### src/hdl/btlv_pkg.sv
package btlv_pkg;

   // Event kinds carried on rsp_tuser
   localparam int unsigned KIND_WIDTH = 2;
   localparam logic [KIND_WIDTH-1:0] KIND_HEADER = 2'd0;
   localparam logic [KIND_WIDTH-1:0] KIND_VALUE  = 2'd1;
   localparam logic [KIND_WIDTH-1:0] KIND_EOC    = 2'd2;

   // Identifier and length octet fields
   localparam logic [7:0] OCTET_CONSTRUCTED = 8'h20;
   localparam logic [7:0] OCTET_TAG_LOW     = 8'h1f;
   localparam logic [7:0] OCTET_MORE        = 8'h80;
   localparam logic [7:0] OCTET_LOW7        = 8'h7f;

   localparam int unsigned LEN_COUNT_WIDTH = 7;

endpackage

### src/hdl/ber_tlv_header_parser.sv
// BER TLV header parser. Takes one octet of a BER stream per cycle on req_
// while req_tready is high and reports one event per complete header (kind
// header, or end of contents for tag 0, primitive, definite length 0) and one
// value event per content octet of a primitive, the final one with rsp_tlast
// high. Every accepted octet is decoded in the cycle it arrives by the
// tag/length state registers, so the sustained rate is one octet per clock.
// Events go to an output register backed by one skid entry; req_tready drops
// only while both hold an event, so a stalled result costs no input cycle
// until the skid entry fills. Extended tag numbers wrap in TAG_WIDTH bits;
// long-form lengths keep the low LENGTH_WIDTH bits. Nesting is not tracked.
module ber_tlv_header_parser
   import btlv_pkg::*;
#(
   parameter int unsigned TAG_WIDTH    = 14,
   parameter int unsigned LENGTH_WIDTH = 32
) (
   input  logic clock,
   input  logic reset,

   input  logic       req_tvalid,
   output logic       req_tready,
   input  logic [7:0] req_tdata,     // data_byte[7:0]

   output logic       rsp_tvalid,
   input  logic       rsp_tready,
   // tag_number, constructed, indefinite, length, value_byte, zero pad
   output logic [((TAG_WIDTH + LENGTH_WIDTH + 10 + 7) / 8) * 8 - 1:0] rsp_tdata,
   output logic [KIND_WIDTH-1:0] rsp_tuser,  // kind
   output logic       rsp_tlast      // last_of_value
);

   localparam int unsigned FIELD_BITS = TAG_WIDTH + LENGTH_WIDTH + 10;
   localparam int unsigned DATA_W     = ((FIELD_BITS + 7) / 8) * 8;
   localparam int unsigned PAD_W      = DATA_W - FIELD_BITS;
   localparam int unsigned EVENT_W    = KIND_WIDTH + DATA_W + 1;

   localparam logic [2:0] PH_TAG_FIRST = 3'd0;
   localparam logic [2:0] PH_TAG_EXT   = 3'd1;
   localparam logic [2:0] PH_LEN_FIRST = 3'd2;
   localparam logic [2:0] PH_LEN_LONG  = 3'd3;
   localparam logic [2:0] PH_VALUE     = 3'd4;

   logic [2:0]                 phase_ff, phase_in;
   logic [TAG_WIDTH-1:0]       tag_ff, tag_in;
   logic                       cons_ff, cons_in;
   logic [LENGTH_WIDTH-1:0]    len_ff, len_in;
   logic [LEN_COUNT_WIDTH-1:0] len_left_ff, len_left_in;
   logic [LENGTH_WIDTH-1:0]    val_left_ff, val_left_in;

   logic                    accept;
   logic                    push;
   logic [KIND_WIDTH-1:0]   ev_kind;
   logic                    ev_indef;
   logic [LENGTH_WIDTH-1:0] ev_len;
   logic [7:0]              ev_byte;
   logic                    ev_last;
   logic [EVENT_W-1:0]      ev_word;

   logic [TAG_WIDTH+6:0]    tag_shift;
   logic [LENGTH_WIDTH+7:0] len_shift;
   logic [LENGTH_WIDTH-1:0] fin_len;
   logic [LEN_COUNT_WIDTH-1:0] len_left_dec;
   logic [LENGTH_WIDTH-1:0] val_left_dec;

   logic               out_valid_ff, out_valid_in;
   logic [EVENT_W-1:0] out_word_ff, out_word_in;
   logic               skid_valid_ff, skid_valid_in;
   logic [EVENT_W-1:0] skid_word_ff, skid_word_in;

   assign req_tready = !skid_valid_ff;
   assign accept     = req_tvalid && req_tready;

   assign tag_shift    = {tag_ff, req_tdata[6:0]};
   assign len_shift    = {len_ff, req_tdata};
   assign len_left_dec = (len_left_ff != '0) ? len_left_ff - 1'b1 : len_left_ff;
   assign val_left_dec = (val_left_ff != '0) ? val_left_ff - 1'b1 : val_left_ff;

   always_comb begin
      phase_in    = phase_ff;
      tag_in      = tag_ff;
      cons_in     = cons_ff;
      len_in      = len_ff;
      len_left_in = len_left_ff;
      val_left_in = val_left_ff;
      push        = 1'b0;
      ev_kind     = KIND_HEADER;
      ev_indef    = 1'b0;
      ev_byte     = '0;
      ev_last     = 1'b0;
      fin_len     = '0;

      unique case (phase_ff)
         PH_TAG_FIRST: begin
            cons_in = (req_tdata & OCTET_CONSTRUCTED) != '0;
            if ((req_tdata & OCTET_TAG_LOW) == OCTET_TAG_LOW) begin
               tag_in   = '0;
               phase_in = PH_TAG_EXT;
            end else begin
               tag_in   = TAG_WIDTH'(req_tdata & OCTET_TAG_LOW);
               phase_in = PH_LEN_FIRST;
            end
         end
         PH_TAG_EXT: begin
            tag_in = tag_shift[TAG_WIDTH-1:0];
            if ((req_tdata & OCTET_MORE) == '0) begin
               phase_in = PH_LEN_FIRST;
            end
         end
         PH_LEN_FIRST: begin
            if (req_tdata == OCTET_MORE) begin
               push     = 1'b1;
               ev_indef = 1'b1;
               phase_in = PH_TAG_FIRST;
            end else if ((req_tdata & OCTET_MORE) == '0) begin
               push    = 1'b1;
               fin_len = LENGTH_WIDTH'(req_tdata);
            end else begin
               len_in      = '0;
               len_left_in = req_tdata[LEN_COUNT_WIDTH-1:0];
               phase_in    = PH_LEN_LONG;
            end
         end
         PH_LEN_LONG: begin
            len_in      = len_shift[LENGTH_WIDTH-1:0];
            len_left_in = len_left_dec;
            if (len_left_dec == '0) begin
               push    = 1'b1;
               fin_len = len_shift[LENGTH_WIDTH-1:0];
            end
         end
         PH_VALUE: begin
            push        = 1'b1;
            ev_kind     = KIND_VALUE;
            ev_byte     = req_tdata;
            ev_last     = val_left_ff <= LENGTH_WIDTH'(1);
            val_left_in = val_left_dec;
            if (val_left_dec == '0) begin
               phase_in = PH_TAG_FIRST;
            end
         end
         default: begin
            phase_in = PH_TAG_FIRST;
         end
      endcase

      // Close a definite-length header
      if (push && !ev_indef && ev_kind == KIND_HEADER) begin
         if (tag_ff == '0 && !cons_ff && fin_len == '0) begin
            ev_kind  = KIND_EOC;
            phase_in = PH_TAG_FIRST;
         end else if (!cons_ff && fin_len != '0) begin
            val_left_in = fin_len;
            phase_in    = PH_VALUE;
         end else begin
            phase_in = PH_TAG_FIRST;
         end
      end
   end

   assign ev_len = fin_len;

   always_comb begin
      if (ev_kind == KIND_HEADER) begin
         ev_word = {ev_kind, {PAD_W{1'b0}}, 8'h00, ev_len, ev_indef, cons_ff, tag_ff, 1'b0};
      end else if (ev_kind == KIND_VALUE) begin
         ev_word = {ev_kind, {PAD_W{1'b0}}, ev_byte,
                    {(LENGTH_WIDTH + TAG_WIDTH + 2){1'b0}}, ev_last};
      end else begin
         ev_word = {ev_kind, {(DATA_W + 1){1'b0}}};
      end
   end

   // Output register with one skid entry
   always_comb begin
      out_valid_in  = out_valid_ff;
      out_word_in   = out_word_ff;
      skid_valid_in = skid_valid_ff;
      skid_word_in  = skid_word_ff;
      if (out_valid_ff && rsp_tready) begin
         if (skid_valid_ff) begin
            out_word_in   = skid_word_ff;
            skid_valid_in = 1'b0;
         end else begin
            out_valid_in = accept && push;
            out_word_in  = ev_word;
         end
      end else if (accept && push) begin
         if (!out_valid_ff) begin
            out_valid_in = 1'b1;
            out_word_in  = ev_word;
         end else begin
            skid_valid_in = 1'b1;
            skid_word_in  = ev_word;
         end
      end
   end

   always_ff @(posedge clock) begin
      if (reset) begin
         phase_ff      <= PH_TAG_FIRST;
         tag_ff        <= '0;
         cons_ff       <= 1'b0;
         len_ff        <= '0;
         len_left_ff   <= '0;
         val_left_ff   <= '0;
         out_valid_ff  <= 1'b0;
         skid_valid_ff <= 1'b0;
      end else begin
         if (accept) begin
            phase_ff    <= phase_in;
            tag_ff      <= tag_in;
            cons_ff     <= cons_in;
            len_ff      <= len_in;
            len_left_ff <= len_left_in;
            val_left_ff <= val_left_in;
         end
         out_valid_ff  <= out_valid_in;
         skid_valid_ff <= skid_valid_in;
      end
   end

   always_ff @(posedge clock) begin
      out_word_ff  <= out_word_in;
      skid_word_ff <= skid_word_in;
   end

   assign rsp_tvalid = out_valid_ff;
   assign rsp_tuser  = out_word_ff[EVENT_W-1 -: KIND_WIDTH];
   assign rsp_tdata  = out_word_ff[DATA_W:1];
   assign rsp_tlast  = out_word_ff[0];

endmodule

### config.mk
export PLATFORM = sky130hd
export DESIGN_NAME = ber_tlv_header_parser
export DESIGN_NICKNAME = d
export VERILOG_FILES = /design/src/hdl/btlv_pkg.sv /design/src/hdl/ber_tlv_header_parser.sv
export SDC_FILE = /design/constraint.sdc
export NUM_CORES = 1
export LEC_CHECK = 0
export BUFFER_PORTS_ARGS = -buffer_cell sky130_fd_sc_hd__buf_2
export CORE_UTILIZATION = 50
export CTS_BUF_LIST = sky130_fd_sc_hd__clkbuf_16
export CTS_CLUSTER_DIAMETER = 150
export CTS_CLUSTER_SIZE = 20
export DETAILED_ROUTE_END_ITERATION = 8
export PLACE_DENSITY = 0.79
export SKIP_CTS_REPAIR_TIMING = 1
export SYNTH_ARGS = -nofsm -noshare
export SYNTH_HDL_FRONTEND = slang
export SYNTH_SLANG_ARGS = --single-unit
### constraint.sdc
create_clock -name clock -period 13.8 [get_ports clock]
set_clock_uncertainty 0.15 [all_clocks]
set_input_delay 0.69 -clock clock [delete_from_list [all_inputs] [get_ports clock]]
set_output_delay 0.69 -clock clock [all_outputs]
set_load 0.1 [all_outputs]
# Word level (Yosys, flattened, before mapping)
# Index checks and enable logic that the tools add are counted.
# classes
n_addsub	2
order_cmp	1
eq_ne	15
muxes	47
n_bitwise	1
n_reduce_logical	34
# op_table
operator	count
59-bit two-way mux	4
32-bit two-way mux	6
57-bit two-way mux	2
32-bit logical NOT	2
32-bit case mux with 2 select lines	1
32-bit nonzero test	2
24-bit two-way mux	2
24-bit case mux with 2 select lines	1
32-bit by 1-bit <= comparator with 1-bit output (second input constant)	1
32-bit by 1-bit subtractor with 32-bit output (second input constant)	1
14-bit case mux with 2 select lines	1
8-bit two-way mux	3
3-bit two-way mux	7
7-bit two-way mux	3
3-bit case mux with 5 select lines	1
14-bit logical NOT	1
7-bit case mux with 2 select lines	1
1-bit two-way mux	10
2-bit AND reduction	5
8-bit equality test (second input constant)	1
1-bit logical AND	8
8-bit logical NOT	1
2-bit inequality test (second input constant)	4
7-bit logical NOT	1
22 further kinds	31
# totals
reg_bits	201
in_bits	12
output_inout_bits	61

# Logic depth before layout (Yosys ltp)
# Gate-level depths: netlist of the first run.
# logic_depth
depth_word	15
depth_mapped	12
ltp_nobuf	10

# Worst setup path after synthesis of the first run
# Ideal clock, no wire load.
# synth_timing
kind	register -> register
from	register len_left_ff[0]
to	register out_word_ff[0] (enable)
setup_time_ps	557
arrival_ps	6083
t_required_ps	13093
setup_slack_ps	7009
stages_incl_launch_ff	9
n_path_buf	0
period_less_slack_ps	6791
cell_sequence	dfxtp_1 > inv_1 > ha_1 > or4b_1 > mux2i_1 > a21oi_1 > nor3b_2 > o21ai_0 > o21ai_0
# synth_between
elab_chain_cells	8
word_cells_on_any_way	9
classes_between	add/sub (1); mux (3); reduce/logical (5)
# synth_rtl
element	line	source
start: declaration	ber_tlv_header_parser.sv:47	logic [LEN_COUNT_WIDTH-1:0] len_left_ff, len_left_in;
start signal: assignment	ber_tlv_header_parser.sv:214	len_left_ff <= len_left_in;
7-bit by 1-bit subtractor with 7-bit output / 7-bit nonzero test (equally long branches)	ber_tlv_header_parser.sv:75	assign len_left_dec = (len_left_ff != '0) ? len_left_ff - 1'b1 : len_left_ff;
7-bit two-way mux (*)	ber_tlv_header_parser.sv:75	
7-bit logical NOT (*)	ber_tlv_header_parser.sv:126	if (len_left_dec == '0) begin
1-bit two-way mux (*)	ber_tlv_header_parser.sv:126	
1-bit case mux with 3 select lines (*)	ber_tlv_header_parser.sv:92	unique case (phase_ff)
1-bit logical AND (*)	ber_tlv_header_parser.sv:187	end else if (accept && push) begin
2-bit nonzero test (no line) (*)	-	
2-bit AND reduction (no line) (*)	-	
end signal: assignment	ber_tlv_header_parser.sv:223	out_word_ff <= out_word_in;
end: declaration	ber_tlv_header_parser.sv:66	logic [EVENT_W-1:0] out_word_ff, out_word_in;
# Mark *: on every way between the ends. The rest lies on a longest branch, timed or not.
# A chain may end at the register's enable or synchronous reset.

# Worst setup path in the final report of the first run
# layout_timing
from	register len_left_ff[0]
to	register skid_word_ff[36] (enable)
# layout_between
elab_chain_cells	7
word_cells_on_any_way	8
classes_between	add/sub (1); mux (3); reduce/logical (4)
# layout_rtl
element	line	source
7-bit by 1-bit subtractor with 7-bit output / 7-bit nonzero test (equally long branches)	ber_tlv_header_parser.sv:75	
7-bit two-way mux (*)	ber_tlv_header_parser.sv:75	
7-bit logical NOT (*)	ber_tlv_header_parser.sv:126	
1-bit two-way mux (*)	ber_tlv_header_parser.sv:126	
1-bit case mux with 3 select lines (*)	ber_tlv_header_parser.sv:92	
1-bit logical AND (*)	ber_tlv_header_parser.sv:187	
3-bit AND reduction (no line) (*)	-	
end signal: assignment	ber_tlv_header_parser.sv:224	skid_word_ff <= skid_word_in;
end: declaration	ber_tlv_header_parser.sv:68	logic [EVENT_W-1:0] skid_word_ff, skid_word_in;
# Marks and branches as above.

==> out/metrics.cfg, run 1 <==
[clock_tree]
cts_root_buf = clkbuf_16
clk_latency_ns = 0.47
clkTransAtPathRegs_ns = 0.09
cts_made_buffers = 14
cts_tree = built
htree_num_levels = 1
numClockSinks = 201
clk_path_buf_depth = 3

[setup_path]
r2r_slack_ns = 9.29
crit_buf_inv = 2
path_cells = inv_1 -> ha_1 -> or4b_1 -> mux2i_1 -> a21oi_1 -> nor3b_2 -> o21ai_0 -> or2_2 -> nor2_4 -> buf_4
r2r-start = len_left_ff[0]$_SDFFE_PP0P_
r2r_cells = 10
slowest_delay_ns = 0.88
path_delay_family = simple AND/OR/NAND/NOR gates
endpoint_kind = flip-flop
crit_slowest_cell = nor3b_2
startpoint_type = flip-flop
setup.worst_path.class = reg -> reg
timing.rr.end = skid_word_ff[36]$_DFFE_PP_
path_max_fanout = 59
cp.required_ns = 13.76
crit_arrival_ns = 4.47

[yosys]
synthDistinctLibCells = 69
synth-seq-cells = 201
ys_seq_area_frac = 0.547
syn_area_um2 = 9520
syn_inst = 959
synth_area_leaders = edfxtp_1 37%, dfxtp_1 17%, mux2_2 4.6%, o21ai_0 3.8%, nand2_1 3.7%
ys_warn_count = 0
synth_top_area_cell = edfxtp_1
synth-edff-count = 118
synth_flop_cell = edfxtp_1
syn_nets = 976
synth_async_sr_flop_share = 0
yosysTopAreaCellShare = 0.372
syn_area_per_cell_um2 = 9.92

[timing]
final_hold_viol_count = 0
slew_headroom = 0.243
fin_crit_ns = 4.51
drv_slew = 0
fmax_mhz = 222
finalSetupViolations = 0
whs_ns = 0.340
worstMarginPinSlew_ns = 1.13
setup_tns_ns = 0
period_share = 0.327
rsz0062_at_grt = no

[final_layout]
final_area_um2 = 10500
finish.net_count = 1012
antenna_cells = 0
drive_above_1_share = 0.160
syn2layout_area_growth_pct = 9.81

[drt]
drt_iter0_markers = 1056
dr_total_vias = 7642
via_per_inst = 6.18
ant_nets = 0
drc_errors = 0
wl_per_cell_um = 18.6
firstDrtPassIters = 5
routed_wl_um = 23100

[floorplan]
start_util = 0.509
die_w_um = 140
die_area_um2 = 19600
ioPinCount = 73
die_y_um = 140
num_rows = 50
placeableCoreArea_um2 = 18700

[min_path]
min-delay-start = len_ff[16]$_SDFFE_PP0P_
hold_end = len_ff[16]$_SDFFE_PP0P_
hold_path_class = reg -> reg
min_path_cells = 2

[global_routing]
grt_util_all_layers = 0.236
grt_pass1_vias = 6944
antenna_found_initial = 0
grt_max_degree = 88
grt-ovfl-total = 0
grt_pass1_wl_um = 36900

[placement]
gp_congestion = 0.942
io_buffers = 72
place_area_um2 = 10000
dpl.hpwl_um = 15700

[power_and_ir_drop]
cellPowerDensity_nw_per_um2 = 157
peakVddDrop_v = 0.0000647
leakage_nw = 3.89

[flow_run]
cap_violations = 0

[status]
status = finished, final reports clean

## metrics by stage
| step | instances | utilization | worst slack [ns] | power (mW) |
|---|---|---|---|---|
| 4_1_cts | 1237 | 0.559 | 9.29 | 1.65 |
| 3_3_place_gp | 1213 | 0.536 | 9.62 | 1.24 |
| 6_report | 1237 | 0.559 | 9.29 | 1.64 |
| 5_1_grt | 1237 | 0.559 | 8.96 | 1.71 |
| 3_5_place_dp | 1213 | 0.536 | 9.35 | 1.25 |
| 2_1_floorplan | 959 | - | 7.01 | 1.15 |
## cells by family (layout without fill, tap and decap cells)
group                      Yosys count  count (layout)  synth area share
DFF                                201             201             0.547
muxes                               42              42            0.0493
AOI/OAI and AO/OA                  236             236             0.154
xor gates and xnor gates             6               6           0.00552
adders and majority gates            5               5           0.00657
and+or+nand+nor                    375             375             0.198
buffers and inverters               94             138            0.0401
## cells in the final DEF, fill, tap and decap left out, types with 15 or more instances in the layout
master	instances
nor4_1	26
clkbuf_16	15
nand3_1	42
edfxtp_1	118
mux2_2	39
nor3_1	26
nand2_1	93
buf_2	72
a21oi_1	66
inv_1	39
and2_1	29
a22oi_1	29
and3_1	15
dfxtp_1	83
nor2_1	84
o21ai_0	72
## synth_stat cells, types with 6 or more instances
cell and instances:
inv_1 31, mux2_2 39, nand2b_1 8, and3_1 15
clkbuf_1 54, nand3_1 42, nor2_1 86, and2_1 29
o211ai_1 6, o32ai_1 6, nand2_1 93, a21oi_1 66
edfxtp_1 118, or3_1 6, a22oi_1 29, or4_1 7
nor3_1 26, or2_2 8, o22ai_1 10, nand4_1 10
o21ai_0 73, nor4_1 27, dfxtp_1 83
## tightest hold or removal path: cells and delay by family, from the launching register on
| kind | cells | cell delay, ns |
|---|---|---|
| simple gates | 1 | 0.06 |
| compound gates | 1 | 0.05 |
| flops | 1 | 0.33 |
## worst max-delay path by stage
stage | from | endpoint | slack [ns] | cells after the start
detailed placement | len_left_ff[0]$_SDFFE_PP0P_ | skid_word_ff[40]$_DFFE_PP_ | 9.35 | 10
global placement | len_left_ff[0]$_SDFFE_PP0P_ | skid_word_ff[37]$_DFFE_PP_ | 9.62 | 10
floorplan | len_left_ff[0]$_SDFFE_PP0P_ | out_word_ff[0]$_DFFE_PP_ | 7.01 | 8
CTS | len_left_ff[0]$_SDFFE_PP0P_ | skid_word_ff[23]$_DFFE_PP_ | 9.29 | 10
global route | len_left_ff[0]$_SDFFE_PP0P_ | skid_word_ff[29]$_DFFE_PP_ | 8.96 | 10
finish | len_left_ff[0]$_SDFFE_PP0P_ | skid_word_ff[36]$_DFFE_PP_ | 9.29 | 10
## where the power goes
group / switching [mW] / internal [mW]
registers: 0.0268 / 0.683
clock network: 0.202 / 0.200
logic: 0.403 / 0.129
total: 0.632 / 1.01
## sequential cells by signal (all words and copies together) (netlist names), 3 cells and up
name	count
len_ff	24
len_left_ff	7
tag_ff	14
out_word_ff	59
val_left_ff	32
skid_word_ff	59
phase_ff	3
## layer usage
layer,routed length [µm],GRT usage,up-vias
met3,1950,0.0441,36
met5,0,0,-
li1,-,-,3620
met4,476,0.0613,0
met2,10600,0.374,342
met1,10000,0.333,3644
## layout make-up
cell class / instances / area (µm²)
Timing Repair Buffer: 83 / 443
Inverter: 31 / 116
Tap cell: 234 / 293
Clock inverter: 9 / 50.0
Sequential cell: 201 / 5200
Fill cell: 1610 / 8250
Clock buffer: 15 / 375
Multi-Input combinational cell: 664 / 3970
No activity file was read; power rests on OpenSTA's default activity.
==> run 2, diff against run 1 <==
--- a/config.mk
+++ b/config.mk
@@ -11,7 +11,7 @@
 export CTS_CLUSTER_DIAMETER = 150
 export CTS_CLUSTER_SIZE = 20
 export DETAILED_ROUTE_END_ITERATION = 8
-export PLACE_DENSITY = 0.79
+export PLACE_DENSITY = 0.82
 export SKIP_CTS_REPAIR_TIMING = 1
 export SYNTH_ARGS = -nofsm -noshare
 export SYNTH_HDL_FRONTEND = slang
==> constraint.sdc (replaced) <==
create_clock -name clock -period 3.75 [get_ports clock]
set_clock_uncertainty 0.15 [all_clocks]
set_input_delay 0.1875 -clock clock [delete_from_list [all_inputs] [get_ports clock]]
set_output_delay 0.1875 -clock clock [all_outputs]
set_load 0.1 [all_outputs]
==> out/metrics.cfg, run 2 (synthesized netlist as in run 1, its figures left out) <==
[setup_path]
timing.rr.end = skid_word_ff[41]$_DFFE_PP_
r2r_cells = 10
slowest_delay_ns = 0.52
endpoint_kind = flip-flop
startpoint_type = flip-flop
setup.worst_path.class = reg -> reg
path_cells = inv_1 -> ha_1 -> or4b_1 -> mux2i_1 -> a21oi_1 -> nor3b_2 -> o21ai_1 -> or2_2 -> nor2_4 -> buf_12
crit_slowest_cell = or4b_1
r2r_slack_ns = 0.30
path_max_fanout = 59
r2r-start = len_left_ff[0]$_SDFFE_PP0P_
cp.required_ns = 3.75
crit_arrival_ns = 3.45

[timing]
worstMarginPinSlew_ns = 0.862
whs_ns = 0.0940
rsz0062_at_grt = no
fmax_mhz = 290
period_share = 0.919
drv_slew = 0
slew_headroom = 0.425
setup_tns_ns = 0
fin_crit_ns = 3.45
finalSetupViolations = 0
final_hold_viol_count = 0

[power_and_ir_drop]
cellPowerDensity_nw_per_um2 = 576
finalPower_mw = 6.19
peakVddDrop_v = 0.000265
leakage_nw = 4.05

[clock_tree]
cts_root_buf = clkbuf_16
clk_path_buf_depth = 3
clk_latency_ns = 0.48
cts_made_buffers = 14
cts_tree = built
htree_num_levels = 1
numClockSinks = 201
clkTransAtPathRegs_ns = 0.09

[floorplan]
placeableCoreArea_um2 = 18700
ioPinCount = 73
die_area_um2 = 19600
num_rows = 50
die_y_um = 140
start_util = 0.509
die_w_um = 140

[drt]
ant_nets = 0
drc_errors = 0
firstDrtPassIters = 5
via_per_inst = 6.22
routed_wl_um = 24700
dr_total_vias = 7891
drt_iter0_markers = 1062
wl_per_cell_um = 19.5

[min_path]
hold_end = rsp_tvalid$_SDFFE_PP0P_
hold_path_class = in -> reg
min_path_cells = 4
min-delay-start = req_tvalid

[final_layout]
final_area_um2 = 10800
finish.net_count = 1044
drive_above_1_share = 0.178
mostFrequentLayoutCell = edfxtp_1
layout_common_cells = 118 x edfxtp_1, 93 x nand2_1, 84 x nor2_1
syn2layout_area_growth_pct = 13.0
antenna_cells = 0
largestRegisters = out_word_ff x59, skid_word_ff x59, val_left_ff x32

[global_routing]
grt_max_degree = 60
grt_pass1_vias = 7238
antenna_found_initial = 0
grt-ovfl-total = 0
grt_util_all_layers = 0.254
grt_pass1_wl_um = 39500

[flow_run]
cap_violations = 0

[placement]
gp_congestion = 0.931
dpl.hpwl_um = 17000
place_area_um2 = 10200
io_buffers = 72

[status]
status = finished, final reports clean

==> run 2: cell count changes in the layout (fill, tap and decap cells not counted) <==
cell | before | now
a21oi_1 | 66 | 65
buf_12 | 0 | 3
dlygate4sd3_1 | 0 | 9
buf_4 | 11 | 31
a21oi_2 | 0 | 1
o21ai_1 | 1 | 2
o21ai_0 | 72 | 71
==> run 2: worst max path at each step <==
stage,start,end,slack (ns)
after floorplan,len_left_ff[0]$_SDFFE_PP0P_,skid_word_ff[0]$_DFFE_PP_,0.06
after global placement,len_left_ff[0]$_SDFFE_PP0P_,out_word_ff[1]$_DFFE_PP_,0.39
after detailed placement,len_left_ff[0]$_SDFFE_PP0P_,out_word_ff[4]$_DFFE_PP_,0.28
after CTS,len_left_ff[0]$_SDFFE_PP0P_,out_word_ff[8]$_DFFE_PP_,0.26
after global routing,len_left_ff[0]$_SDFFE_PP0P_,skid_word_ff[17]$_DFFE_PP_,0.08
final,len_left_ff[0]$_SDFFE_PP0P_,skid_word_ff[41]$_DFFE_PP_,0.30
==> run 2: metrics by stage <==
step	cells	util	setup WS, ns
4_1_cts	1260	0.570	0.255
3_3_place_gp	1236	0.547	0.393
5_1_grt	1269	0.575	0.0806
3_5_place_dp	1236	0.547	0.280
2_1_floorplan	959	-	0.0650
6_report	1269	0.575	0.303
==> run 2: final cells by class <==
| cell class | instances | area [µm²] |
|---|---|---|
| clock buffer | 15 | 375 |
| sequential | 201 | 5200 |
| timing repair buffer | 115 | 743 |
| multi-input combinational | 664 | 3970 |
| clock inverter | 9 | 50.0 |
| inverter | 31 | 116 |
| tap | 234 | 293 |
| fill | 1523 | 7950 |
==> run 2: per-layer routing <==
layer / wire length (µm) / global-route usage / vias to the layer above
li1: - / - / 3690
met3: 1980 / 0.0342 / 60
met2: 10900 / 0.388 / 368
met1: 11000 / 0.364 / 3773
met4: 916 / 0.104 / 0
met5: 0 / 0 / -
==> run 2: worst max-delay path: cells and delay by family (launching register included) <==
family          cells  cell delay [ns]
simple gates        4             1.41
buf+inv             2             0.37
flops               1             0.35
compound gates      2             0.35
fa+ha+maj           1             0.25
mux                 1             0.16
==> run 2: report_power, final <==
group          internal [mW]  switching, mW  total (mW)
Clock                  0.738          0.771        1.51
Combinational          0.549           1.52        2.07
Sequential              2.51          0.105        2.62
